File: config.mk
export PLATFORM = sky130hd
export DESIGN_NAME = wsk_ctrl
export DESIGN_NICKNAME = d
export VERILOG_FILES = /design/src/hdl/wsk_pkg.sv /design/src/hdl/wsk_ctrl.sv
export SDC_FILE = /design/constraint.sdc
export NUM_CORES = 1
export LEC_CHECK = 0
export BUFFER_PORTS_ARGS = -buffer_cell sky130_fd_sc_hd__clkbuf_2
export CORE_UTILIZATION = 35
export DETAILED_ROUTE_END_ITERATION = 16
export GPL_TIMING_DRIVEN = 0
export PLACE_DENSITY_LB_ADDON = 0.12
export SETUP_SLACK_MARGIN = 0.3
export SLEW_MARGIN = 20
export SYNTH_ARGS = -nofsm -noshare
export SYNTH_HDL_FRONTEND = slang
export SYNTH_SLANG_ARGS = --single-unit
File: constraint.sdc
create_clock -name clk -period 2.8 [get_ports clk]
set_input_delay 0.56 -clock clk [delete_from_list [all_inputs] [get_ports clk]]
set_output_delay 0.56 -clock clk [all_outputs]
set_load 0.02 [all_outputs]
File: src/hdl/wsk_pkg.sv
`timescale 1ns / 1ps
// ----------------------------------------------------------------------------
// wsk_pkg
// Shared types, widths and constants of the windowed-sinc kernel generator.
// ----------------------------------------------------------------------------
package wsk_pkg;

    // field and datapath widths
    localparam int CUT_W        = 16;
    localparam int KIND_W       = 2;
    localparam int IDX_W        = 6;
    localparam int COEF_W       = 18;
    localparam int PHASE_W      = 32;
    localparam int CW           = 34;   // cordic x/y/z, window, sin/k
    localparam int RAW_W        = 36;   // raw tap, Q.30
    localparam int SUM_W        = 42;   // raw tap sum
    localparam int DEN_W        = 42;   // divider denominator / remainder
    localparam int QUO_W        = 32;   // divider quotient
    localparam int CNT_W        = 6;    // divider step count
    localparam int CORDIC_STEPS = 18;
    localparam int STEP_W       = 5;
    localparam int CFG_IDX_W    = 1;
    localparam int CFG_DATA_W   = 6;

    // register indexes on the config port
    localparam logic [CFG_IDX_W-1:0] REG_WINDOW_KIND = 1'b0;
    localparam logic [CFG_IDX_W-1:0] REG_TAP_COUNT   = 1'b1;

    // window kinds (anything else is Hamming)
    localparam logic [KIND_W-1:0] KIND_BLACKMAN = 2'd1;
    localparam logic [KIND_W-1:0] KIND_HANNING  = 2'd2;

    // fixed-point constants
    localparam logic signed [CW-1:0] CORDIC_GAIN = 34'sd652032874;
    localparam logic [31:0]          TWO_PI_Q29  = 32'd3373259426;
    localparam logic signed [CW-1:0] W_054       = 34'sd579820585;
    localparam logic signed [CW-1:0] W_046       = 34'sd493921239;
    localparam logic signed [CW-1:0] W_042       = 34'sd450971566;
    localparam logic signed [CW-1:0] W_050       = 34'sd536870912;
    localparam logic signed [CW-1:0] W_008       = 34'sd85899346;
    localparam logic [29:0]          HALF_Q30    = 30'd536870912;
    localparam logic [COEF_W-1:0]    COEF_MAX    = 18'h1FFFF;
    localparam logic [COEF_W-1:0]    COEF_MIN    = 18'h20000;
    localparam logic [COEF_W:0]      COEF_MIN_MAG = 19'd131072;

    // step counts per division kind
    localparam logic [CNT_W-1:0] DIV_STEPS_FULL = 6'd32;
    localparam logic [CNT_W-1:0] DIV_STEPS_NORM = 6'd18;

    // arctangent of 2^-n in turns, 2^32 = one turn
    function automatic logic signed [CW-1:0] atan_at(input logic [STEP_W-1:0] n);
        logic signed [CW-1:0] v;
        begin
            unique case (n)
                5'd0:    v = 34'sd536870912;
                5'd1:    v = 34'sd316933406;
                5'd2:    v = 34'sd167458907;
                5'd3:    v = 34'sd85004756;
                5'd4:    v = 34'sd42667331;
                5'd5:    v = 34'sd21354465;
                5'd6:    v = 34'sd10679838;
                5'd7:    v = 34'sd5340245;
                5'd8:    v = 34'sd2670163;
                5'd9:    v = 34'sd1335087;
                5'd10:   v = 34'sd667544;
                5'd11:   v = 34'sd333772;
                5'd12:   v = 34'sd166886;
                5'd13:   v = 34'sd83443;
                5'd14:   v = 34'sd41722;
                5'd15:   v = 34'sd20861;
                5'd16:   v = 34'sd10430;
                5'd17:   v = 34'sd5215;
                default: v = '0;
            endcase
            return v;
        end
    endfunction

    // datapath operations issued by the controller
    typedef enum logic [3:0] {
        OP_NONE,
        OP_LOAD,
        OP_CENTRE,
        OP_SIN,
        OP_SDIV,
        OP_P1,
        OP_COS1,
        OP_MUL1,
        OP_ACC1,
        OP_COS2,
        OP_MUL2,
        OP_ACC2,
        OP_MULT,
        OP_STORE,
        OP_NDIV,
        OP_EMIT
    } op_t;

    // controller states
    typedef enum logic [3:0] {
        ST_IDLE,
        ST_TAP,
        ST_SIN_WAIT,
        ST_SDIV_WAIT,
        ST_P1_WAIT,
        ST_C1_WAIT,
        ST_ACC1,
        ST_COS2,
        ST_C2_WAIT,
        ST_ACC2,
        ST_MULT,
        ST_STORE,
        ST_NREAD,
        ST_NDIV,
        ST_NWAIT,
        ST_EMIT
    } state_t;

    // datapath status back to the controller
    typedef struct packed {
        logic cordic_done;
        logic div_done;
        logic is_centre;
        logic is_last;
        logic blackman;
        logic zero_sum;
        logic out_free;
    } sts_t;

endpackage

File: src/hdl/wsk_ctrl.sv
`timescale 1ns / 1ps
// ----------------------------------------------------------------------------
// wsk_ctrl
// Sequencer: builds every raw tap, then normalizes and emits them in order.
// ----------------------------------------------------------------------------
module wsk_ctrl (
    input  logic           clk,
    input  logic           rst_n,
    input  logic           in_valid,
    output logic           in_ready,
    input  wsk_pkg::sts_t  sts,
    output wsk_pkg::op_t   op
);
    import wsk_pkg::*;

    state_t state_reg, state_next;

    always_ff @(posedge clk or negedge rst_n)
    begin
        if (!rst_n)
        begin
            state_reg <= ST_IDLE;
        end
        else
        begin
            state_reg <= state_next;
        end
    end

    // next state and datapath command
    always_comb
    begin
        state_next = state_reg;
        op         = OP_NONE;
        in_ready   = 1'b0;
        unique case (state_reg)
            ST_IDLE:
            begin
                in_ready = 1'b1;
                if (in_valid)
                begin
                    op         = OP_LOAD;
                    state_next = ST_TAP;
                end
            end
            ST_TAP:
            begin
                if (sts.is_centre)
                begin
                    op         = OP_CENTRE;
                    state_next = ST_STORE;
                end
                else
                begin
                    op         = OP_SIN;
                    state_next = ST_SIN_WAIT;
                end
            end
            ST_SIN_WAIT:
            begin
                if (sts.cordic_done)
                begin
                    op         = OP_SDIV;
                    state_next = ST_SDIV_WAIT;
                end
            end
            ST_SDIV_WAIT:
            begin
                if (sts.div_done)
                begin
                    op         = OP_P1;
                    state_next = ST_P1_WAIT;
                end
            end
            ST_P1_WAIT:
            begin
                if (sts.div_done)
                begin
                    op         = OP_COS1;
                    state_next = ST_C1_WAIT;
                end
            end
            ST_C1_WAIT:
            begin
                if (sts.cordic_done)
                begin
                    op         = OP_MUL1;
                    state_next = ST_ACC1;
                end
            end
            ST_ACC1:
            begin
                op         = OP_ACC1;
                state_next = sts.blackman ? ST_COS2 : ST_MULT;
            end
            ST_COS2:
            begin
                op         = OP_COS2;
                state_next = ST_C2_WAIT;
            end
            ST_C2_WAIT:
            begin
                if (sts.cordic_done)
                begin
                    op         = OP_MUL2;
                    state_next = ST_ACC2;
                end
            end
            ST_ACC2:
            begin
                op         = OP_ACC2;
                state_next = ST_MULT;
            end
            ST_MULT:
            begin
                op         = OP_MULT;
                state_next = ST_STORE;
            end
            ST_STORE:
            begin
                op         = OP_STORE;
                state_next = sts.is_last ? ST_NREAD : ST_TAP;
            end
            ST_NREAD:
            begin
                // store read of the current tap is issued here; its data is ready in ST_NDIV
                state_next = ST_NDIV;
            end
            ST_NDIV:
            begin
                op         = OP_NDIV;
                state_next = sts.zero_sum ? ST_EMIT : ST_NWAIT;
            end
            ST_NWAIT:
            begin
                if (sts.div_done)
                begin
                    state_next = ST_EMIT;
                end
            end
            ST_EMIT:
            begin
                if (sts.out_free)
                begin
                    op         = OP_EMIT;
                    state_next = sts.is_last ? ST_IDLE : ST_NREAD;
                end
            end
            default:
            begin
                state_next = ST_IDLE;
            end
        endcase
    end

endmodule

==> results of run 1 <==
[power breakdown]
part           total, µW  switching, µW  internal [µW]
clock               72.8           24.7           48.0
sequential          98.5           9.50           89.0
combinational        795            461            334
[worst register-to-register path: cells and delay by family, from the launching register on]
| kind | cells | cell delay (ns) |
|---|---|---|
| DFF | 1 | 0.35 |
| muxes | 1 | 0.29 |
| AOI/OAI and AO/OA | 1 | 0.23 |
| buffers and inverters | 1 | 0.17 |
| and+or+nand+nor | 2 | 0.61 |
[routing by layer]
metal  vias up  wire, µm  global-route usage (%)
met4         0         0                    4.24
met2        19       694                    25.3
li1        342         -                       -
met3         0        83                    2.45
met1       299       804                    26.4
met5         -         0                       0
[layout make-up]
type                       instances  share of cell area (%)
multi-input combinational         63                    60.4
buffer                            10                    8.25
tap                               24                    3.96
timing repair buffer              14                    9.24
inverter                           4                    1.98
sequential                         4                    13.2
clock buffer                       3                    2.97
[Yosys cell counts, drive strengths merged, types with 2 or more instances]
cell	instances	share of area, %
o22ai	2	3.0
inv	4	2.4
o41ai	2	2.8
nand4bb	2	3.6
and3b	2	2.8
buf	9	8.3
dfrtp	4	16
a32oi	2	2.8
xor2	3	7.2
nand2	8	4.8
nor4	2	2.0
o21ai	8	6.4
nor3b	2	2.4
nor2	5	3.0
o2bb2ai	3	4.2
a21oi	3	2.4
[per-stage QoR]
| step | instances | utilization (%) |
|---|---|---|
| 3_3_place_gp | 119 | 45.8 |
| 5_1_grt | 122 | 47.6 |
| 4_1_cts | 122 | 47.2 |
| 6_report | 122 | 47.6 |
| 3_5_place_dp | 119 | 45.8 |
| 2_1_floorplan | 81 | - |
[cell families after synthesis]
| group | count (synthesis) | share of synthesized area (%) |
|---|---|---|
| AO/OA/AOI/OAI | 28 | 32.8 |
| XOR/XNOR | 3 | 7.16 |
| buffers and inverters | 14 | 11.3 |
| AND/OR/NAND/NOR | 31 | 30.4 |
| multiplexers | 1 | 2.38 |
| flip-flops | 4 | 15.9 |
[worst max path at each step]
stage | startpoint | endpoint | depth (start not counted)
floorplan | state_reg[2] | op[1] | 5
global placement | state_reg[1] | op[0] | 7
detailed placement | state_reg[1] | op[0] | 7
CTS | state_reg[1] | op[0] | 7
global route | state_reg[2] | op[1] | 6
finish | state_reg[1] | op[0] | 7
[timing repair]
action | 4_1_cts | 5_1_grt
endpoints found under the setup margin | 0 | 2
hold endpoints to repair | 0 | 0
resized for setup | 0 | 4
==> results by group, run 1 <==
Global routing
  – First-pass GRT wire length: 2550 µm
  – Gr usage total: between 10% and 20%
  – GRT Residual Overflow: 0
  – Vias in the first global route: 582
  – Antenna violations before repair: 0
  – Largest net degree at the start of global routing: 11

Power and ir drop
  – Total power: 967 µW
  – Max IR drop VDD: 0.000554 V
  – Static Leak: 0.000319 µW
  – Pwr Density: 1270 nW/µm²

Timing
  – Setup TNS: 0 ns
  – Setup Viol. Count Final: 0
  – Setup ws final: 0.433 ns
  – Slew @ Worst Pin: between 0.4 and 0.5 ns
  – Max Freq: 422 MHz
  – Clk_skew: 0.00394 ns
  – Slew Limit Fails: 0
  – Worst hold slack: 0.123 ns
  – Tcrit/Tclk final: a little over four fifths
  – Final count of hold timing violations: 0
  – RSZ-0062 raised after global routing: no
  – Worst rel slew slack: 72.8%
  – Tmin final: 2.37 ns

Setup path
  – Reg2Reg Depth: 5
  – Endpoint kind of the worst setup timing path: output pin
  – Worst path max stage delay: just over 0.3 ns
  – Worst EP arrival: 1.81 ns
  – Sequence of cells on the critical path: buf_4 > clkbuf_4 > clkbuf_4 > o21ai_0 > a211o_1 > o221ai_1 > clkbuf_2
  – CP max FO: 10
  – Register-to-register setup slack: 1.03 ns
  – Most Frequent Cell on Critical Path: clkbuf_4
  – Required time worst endpoint: 2.24 ns
  – Slowest CP cell: dfrtp_1
  – R2r endpoint: state_reg[2]
  – WS Path Type: register to output pin
  – Worst Setup Start Kind: register
  – Worst path buffer plus inverter count: 4
  – CP top delay family: buffers and inverters
  – Reg2reg start: state_reg[0]

Synthesis
  – Yosys reg bits: 4
  – Number of synthesized flops with an enable pin: 0
  – Post-Synthesis Net Count: 91
  – Distinct cells, synth: 42
  – Mapped Cells: 81
  – Synth Cell Area: 629 µm²
  – Syn_area_per_cell: 7.77 µm²
  – Seq/Total Area, Yosys: 15.9%
  – Post-synthesis async set-or-reset flop share: 100%
  – Synth Flop Type: dfrtp_1
  – Synth warn: 0

CTS
  – CTS Buf Count: 3
  – Setup bufs post-CTS: 0
  – Clock root buffer: clkbuf_4
  – TritonCTS clock tree: done
  – Hold-fix buffers, CTS: 0
  – Reg clk slew, reported paths: 0.04 ns
  – Clock latency on the worst-skew pair: between 0.2 and 0.25 ns
  – CTS Sinks: 4
  – CTS H-tree lvls: 1
  – Clock Path Buffers: 2

Placement
  – Buffers added on ports: 14
  – Post-place instance area: 729 µm²
  – Gpl congestion: between 0.7 and 0.8
  – Pre-CTS setup slack: between 0.6 and 0.7 ns
  – Hpwl dp: around 1200 µm

Final layout
  – Leading cell types in the layout, fill and taps excluded: clkbuf_2, nand2_1, o21ai_0
  – Max reg flops: 4
  – Commonest non-fill, non-tap cell in the layout: clkbuf_2
  – Fraction of layout cells with a size suffix above 1: 31.6%
  – Multi-input gate area: 458 µm²
  – Net count, final: 110
  – Syn-to-layout area delta: 20.5%
  – Antenna cell count: 0
  – Fillers: 173
  – Storage element area: 100 µm²
  – Final instance area: ~760 µm²

Route
  – Remaining DRCs: 0
  – Number of DRC markers in iteration 0: 22
  – DRT Pass-1 Iters: 4
  – Vias: 660
  – Post-DR vias/cell: about 5.4
  – Post-route ant nets: 0
  – Total routed wirelength: 1580 µm
  – Wire per inst: between 10 and 15 µm

Die
  – Die Span Y: between 40 and 50 µm
  – Die area: 1970 µm²
  – Initial core utilization: 39.5%
  – # IOs: 15
  – Die Wd: 44.4 µm
  – Core area: 1590 µm²
  – Num rows: 14

Run
  – MaxCap Viol Count: 0

Status
  – Status: finished clean

Worst hold path
  – Worst min-delay path class: primary input to asynchronous set/reset pin
Note: power is estimated with default switching activity, not from simulation.
==> run 2, diff against run 1 <==
Settings changed: ABC_AREA set to 1.
Clock period 2.8 ns to 2.3 ns, I/O delays scaled along.
==> results by group, run 2 <==
Status
  – Status: finished clean

Route
  – DRT Pass-1 Iters: 3 (-1)
  – Post-DR vias/cell: 4.99 (-7.8%)
  – Number of DRC markers in iteration 0: 13 (-41%)
  – Post-route ant nets: 0 (unchanged)
  – Vias: 693 (+5.0%)
  – Remaining DRCs: 0 (unchanged)
  – Wire per inst: 11.1 µm (-15%)
  – Total routed wirelength: 1540 µm (-2.8%)

Setup path
  – Worst Setup Start Kind: register
  – CP max FO: 6 (-4)
  – Slowest CP cell: dfrtp_2
  – WS Path Type: register to output pin
  – Worst path max stage delay: 0.45 ns (+0.14 ns)
  – Required time worst endpoint: 1.84 ns (-0.40 ns)
  – Worst EP arrival: 1.48 ns (-0.33 ns)
  – Sequence of cells on the critical path: nand2_1 > nor2_2 > nand2_2 > o21ai_2 > a21oi_2 > nand3_1 > clkbuf_4
  – Endpoint kind of the worst setup timing path: output pin

Timing
  – Slew @ Worst Pin: 0.281 ns (-0.127 ns)
  – RSZ-0062 raised after global routing: yes
  – Setup Viol. Count Final: 0 (unchanged)
  – Slew Limit Fails: 0 (unchanged)
  – Clk_skew: 0.00268 ns (-0.00126 ns)
  – Max Freq: 516 MHz
  – Setup TNS: 0 ns (unchanged)
  – Worst rel slew slack: 81.3% (+8.5 points)
  – Worst hold slack: 0.0214 ns (-0.102 ns)
  – Final count of hold timing violations: 0 (unchanged)
  – Tmin final: 1.94 ns
  – Tcrit/Tclk final: 84.3%

Global routing
  – Vias in the first global route: 594 (+2.1%)
  – GRT Residual Overflow: 0 (unchanged)
  – Gr usage total: 17.7% (+0.46 points)
  – Largest net degree at the start of global routing: 11 (unchanged)
  – Antenna violations before repair: 0 (unchanged)
  – First-pass GRT wire length: 2500 µm (-1.9%)

Synthesis
  – Number of synthesized flops with an enable pin: 0 (unchanged)
  – Commonest cells post-synth: nand2_1, nand3_1, nor2_1, inv_1
  – Synth warn: 0 (unchanged)
  – Mapped Cells: 106 (+31%)
  – Top post-synthesis cells by area: nand2_1, dfrtp_1, nand3_1, nor2_1, inv_1
  – Synth Cell Area: 587 µm² (-6.8%)
  – Seq/Total Area, Yosys: 17.1% (+1.2 points)
  – Post-synthesis async set-or-reset flop share: 100% (unchanged)
  – Yosys reg bits: 4 (unchanged)
  – Distinct cells, synth: 19 (-55%)
  – Post-Synthesis Net Count: 116 (+27%)
  – Syn_area_per_cell: 5.54 µm² (-29%)
  – Yosys top cell area share: 23.0% (+7.1 points)
  – Synth area leader: nand2_1
  – Synth Flop Type: dfrtp_1
  – Most frequent cell after synthesis: nand2_1

Final layout
  – Leading cell types in the layout, fill and taps excluded: nand2_1, nand3_1, clkbuf_2
  – Fraction of layout cells with a size suffix above 1: 37.4% (+5.8 points)
  – Max reg flops: 4 (unchanged)
  – Net count, final: 135 (+23%)
  – Commonest non-fill, non-tap cell in the layout: nand2_1
  – Antenna cell count: 0 (unchanged)
  – Syn-to-layout area delta: 29.9%

Die
  – # IOs: 15 (unchanged)
  – Die Wd: 42.9 µm (-3.3%)
  – Die Span Y: 42.9 µm (-3.3%)
  – Num rows: 14 (unchanged)
  – Die area: 1840 µm² (-6.5%)
  – Initial core utilization: 38.1% (-1.4 points)
  – Core area: 1540 µm² (-3.3%)

Power and ir drop
  – Clock share of power: 7.6% (about the same)
  – Int Pwr: 499 µW (+5.9%)
  – Comb pwr share: 79.1% (-3.2 points)
  – Sw Share: 57.2% (+5.9 points)
  – Max IR drop VDD: 0.000592 V (+6.8%)
  – Pwr Density: 1530 nW/µm² (+20%)
  – Power share of the sequential group: 13.3% (+3.1 points)
  – Static Leak: 0.000433 µW (+36%)
  – NetSw: 666 µW (+34%)

CTS
  – Clock root buffer: clkbuf_4
  – CTS Buf Count: 3 (unchanged)
  – Clock latency on the worst-skew pair: 0.24 ns (about the same)
  – CTS H-tree lvls: 1 (unchanged)
  – Clock Path Buffers: 2 (unchanged)
  – Reg clk slew, reported paths: 0.04 ns (about the same)
  – Setup bufs post-CTS: 0 (unchanged)
  – CTS Sinks: 4 (unchanged)
  – TritonCTS clock tree: done

Placement
  – Buffers added on ports: 14 (unchanged)
  – Gpl congestion: 0.795 (+3.6%)
  – Hpwl dp: 1170 µm (-1.8%)

Run
  – MaxCap Viol Count: 0 (unchanged)

Worst hold path
  – Worst min-delay path class: primary input to asynchronous set/reset pin
run 2: kinds of logic (layout without fill, tap and decap cells):
logic type	count (synthesis)	after routing	share of synthesized area (%)
AND/OR/NAND/NOR	79	79	63.8
buffers and inverters	15	32	10.9
AO/OA/AOI/OAI	8	8	8.31
flip-flops	4	4	17.1
run 2: layer usage:
metal / vias to the layer above / global-route usage [%] / routed length, µm
li1: 374 / - / -
met3: 0 / 5.11 / 45
met5: - / 0 / 0
met1: 309 / 25.5 / 798
met2: 10 / 27.3 / 693
met4: 0 / 1.82 / 0
run 2: path summary, 6_finish.rpt:
path | startpoint | to | slack, ns | cells past startpoint
setup / recovery | state_reg[3] | op[3] | 0.36 | 7
hold / removal | rst_n | state_reg[1] | 0.02 | 1
setup reg to reg | state_reg[3] | state_reg[1] | 0.89 | 8
hold reg to reg | state_reg[2] | state_reg[2] | 0.58 | 2
max in group asynchronous | rst_n | state_reg[2] | 2.14 | 1
min in group clk | state_reg[2] | state_reg[2] | 0.58 | 2
run 2: layout make-up:
class                      count  area [µm²]
sequential                     4         103
buffer                         2        22.5
timing repair buffer          14        75.1
multi-input combinational     87         470
fill                         170         779
tap                           16        20.0
clock buffer                   3        22.5
inverter                      13        48.8
run 2: through the flow:
step	cell area, µm²	utilization, %	cells	worst slack (ns)	power, µW
finish	762	49.4	139	0.362	1170
global route	762	49.4	139	0.253	1260
CTS	703	45.6	139	0.291	1070
detailed placement	677	43.9	136	0.527	962
global placement	677	43.9	136	0.548	963
floorplan	587	-	106	0.698	772
run 2: repair_timing:
action | 4_1_cts | 5_1_grt
hold buffers | 0 | 0
pin swaps | 0 | 1
gates resized for setup | 3 | 19
setup endpoints to repair | 3 | 4
run 2: critical path, delay by kind of cell (launching register included):
kind / cells / cell delay (ns)
buf+inv: 1 / 0.17
flops: 1 / 0.45
compound gates: 2 / 0.20
simple gates: 4 / 0.41
run 2: power groups by stage:
stage / Clock (µW) / Combinational (µW) / Sequential [µW]
2_1_floorplan: 0 / 635 / 137
3_3_place_gp: 0 / 820 / 143
3_5_place_dp: 0 / 819 / 143
4_1_cts: 91.4 / 830 / 144
5_1_grt: 96.1 / 1010 / 160
6_report: 88.7 / 921 / 155
==> run 3, diff against run 2 <==
Settings changed: ABC_AREA 1 to 0.
Clock period 2.3 ns to 2 ns, I/O delays scaled along.
==> results by group, run 3 (synthesized netlist as in run 1, its figures left out) <==
Setup path
  – Required time worst endpoint: 1.60 ns (-0.24 ns)
  – Worst EP arrival: 1.59 ns (+0.11 ns)
  – Worst Setup Start Kind: register
  – Reg2reg start: state_reg[2]
  – CP startpoint: state_reg[2]
  – CP max FO: 7 (+1)
  – Endpoint kind of the worst setup timing path: output pin
  – WS Path Type: register to output pin

Final layout
  – Storage element area: 100 µm² (-2.4%)
  – Max reg flops: 4 (unchanged)
  – Net count, final: 122 (-9.6%)
  – Leading cell types in the layout, fill and taps excluded: buf_6, buf_4, clkbuf_2
  – Multi-input gate area: 596 µm² (+27%)
  – Fraction of layout cells with a size suffix above 1: 52.7% (+15 points)
  – Syn-to-layout area delta: 75.3%
  – Fillers: 118 (-31%)
  – Antenna cell count: 0 (unchanged)

Timing
  – Setup Viol. Count Final: 0 (unchanged)
  – RSZ-0062 raised after global routing: yes
  – Max Freq: 503 MHz
  – Tmin final: 1.99 ns
  – Worst rel slew slack: 78.1% (-3.2 points)
  – Slew @ Worst Pin: 0.326 ns (+0.0449 ns)
  – Slew Limit Fails: 0 (unchanged)
  – Setup ws final: 0.0133 ns (-0.349 ns)
  – Setup TNS: 0 ns (unchanged)
  – Tcrit/Tclk final: 99.3%
  – Final count of hold timing violations: 0 (unchanged)
  – Clk_skew: 0.00159 ns (-0.00109 ns)

Global routing
  – First-pass GRT wire length: 3260 µm (+30%)
  – Gr usage total: 21.9% (+4.2 points)
  – Antenna violations before repair: 0 (unchanged)
  – GRT Residual Overflow: 0 (unchanged)
  – Largest net degree at the start of global routing: 11 (unchanged)
  – Vias in the first global route: 729 (+23%)

Power and ir drop
  – Max IR drop VDD: 0.00105 V (+78%)
  – Static Leak: 0.000452 µW (+4.5%)
  – Total power: 2160 µW (+85%)
  – Pwr Density: 1950 nW/µm² (+28%)

Placement
  – Buffers added on ports: 14 (unchanged)
  – Pre-CTS setup slack: 0.0608 ns (-0.466 ns)
  – Gpl congestion: 0.713 (-10%)
  – Hpwl dp: 1270 µm (+8.4%)

Route
  – Post-route ant nets: 0 (unchanged)
  – Number of DRC markers in iteration 0: 8 (-5)
  – Remaining DRCs: 0 (unchanged)
  – Wire per inst: 15.4 µm (+40%)
  – DRT Pass-1 Iters: 4 (+1)
  – Vias: 777 (+12%)
  – Total routed wirelength: 2070 µm (+35%)
  – Post-DR vias/cell: 5.80 (+16%)

Die
  – Die area: 1970 µm² (+6.9%)
  – Die Wd: 44.4 µm (+3.4%)
  – Core area: 1590 µm² (+3.4%)
  – Initial core utilization: 39.5% (+1.4 points)
  – # IOs: 15 (unchanged)
  – Die Span Y: 44.4 µm (+3.4%)
  – Num rows: 14 (unchanged)

CTS
  – CTS H-tree lvls: 1 (unchanged)
  – CTS Buf Count: 3 (unchanged)
  – Clock Path Buffers: 2 (unchanged)
  – Clock root buffer: clkbuf_4
  – TritonCTS clock tree: done
  – Clock latency on the worst-skew pair: 0.23 ns (about the same)
  – CTS Sinks: 4 (unchanged)
  – Reg clk slew, reported paths: 0.04 ns (about the same)

Run
  – MaxCap Viol Count: 0 (unchanged)

Worst hold path
  – Worst min-delay path class: primary input to asynchronous set/reset pin

Status
  – Status: finished clean
run 3: metrics by stage:
| step | hold WS [ns] | std cells | area, µm² | util, % |
|---|---|---|---|---|
| finish | 0.536 | 134 | 1100 | 69.2 |
| global route | 0.535 | 134 | 1100 | 69.2 |
| CTS | 0.510 | 131 | 1020 | 64.1 |
| global placement | 0.208 | 119 | 811 | 50.9 |
| floorplan | 0.104 | 81 | 711 | - |
| detailed placement | 0.208 | 119 | 811 | 50.9 |
run 3: routing by layer:
metal	track usage [%]	part of all wire [%]	wire [µm]	up-vias
li1	-	-	-	371
met1	29.3	43	895	370
met2	37.4	51	1050	28
met3	2.45	4.1	85	8
met4	6.06	2.0	42	0
met5	0	0	0	-
run 3: final cells by class:
class,count,area share [%]
plain buffers,10,12.1
well taps,24,2.72
inverters,4,1.36
flip-flops and latches,4,9.07
clock buffers,3,2.04
repair buffers,26,18.7
multi-input cells,63,54.0
run 3: where the power goes:
part           internal (µW)  total (µW)  leakage [µW]  switching (µW)
clock network           66.8        94.9     0.0000138            28.1
registers                125         146     0.0000461            21.0
logic                    983        1920      0.000393             933
total                   1170        2160      0.000452             982
run 3: what timing repair did:
item / in CTS / in global routing
pin swaps: 7 / 3
setup endpoints to repair: 5 / 9
hold buffers: 1 / 0
buffers inserted: 8 / 3
resized for setup: 29 / 15
hold endpoints to repair: 4 / 0
cloned: 0 / 0
run 3: final timing paths:
path | to | slack (ns) | cells after the start
max reg2reg | state_reg[2] | 0.10 | 7
max | op[1] | 0.01 | 7
min reg2reg | state_reg[0] | 0.82 | 3
min | state_reg[3] | 0.54 | 2
max in group asynchronous | state_reg[0] | 1.34 | 2
min in group clk | state_reg[3] | 0.62 | 4
run 3: critical path: stages (launching register included):
cell	delay (ns)
dfrtp_1	0.36
buf_6	0.12
buf_8	0.13
buf_8	0.12
nand2_4	0.06
nor2_4	0.04
o41ai_4	0.33
buf_4	0.19
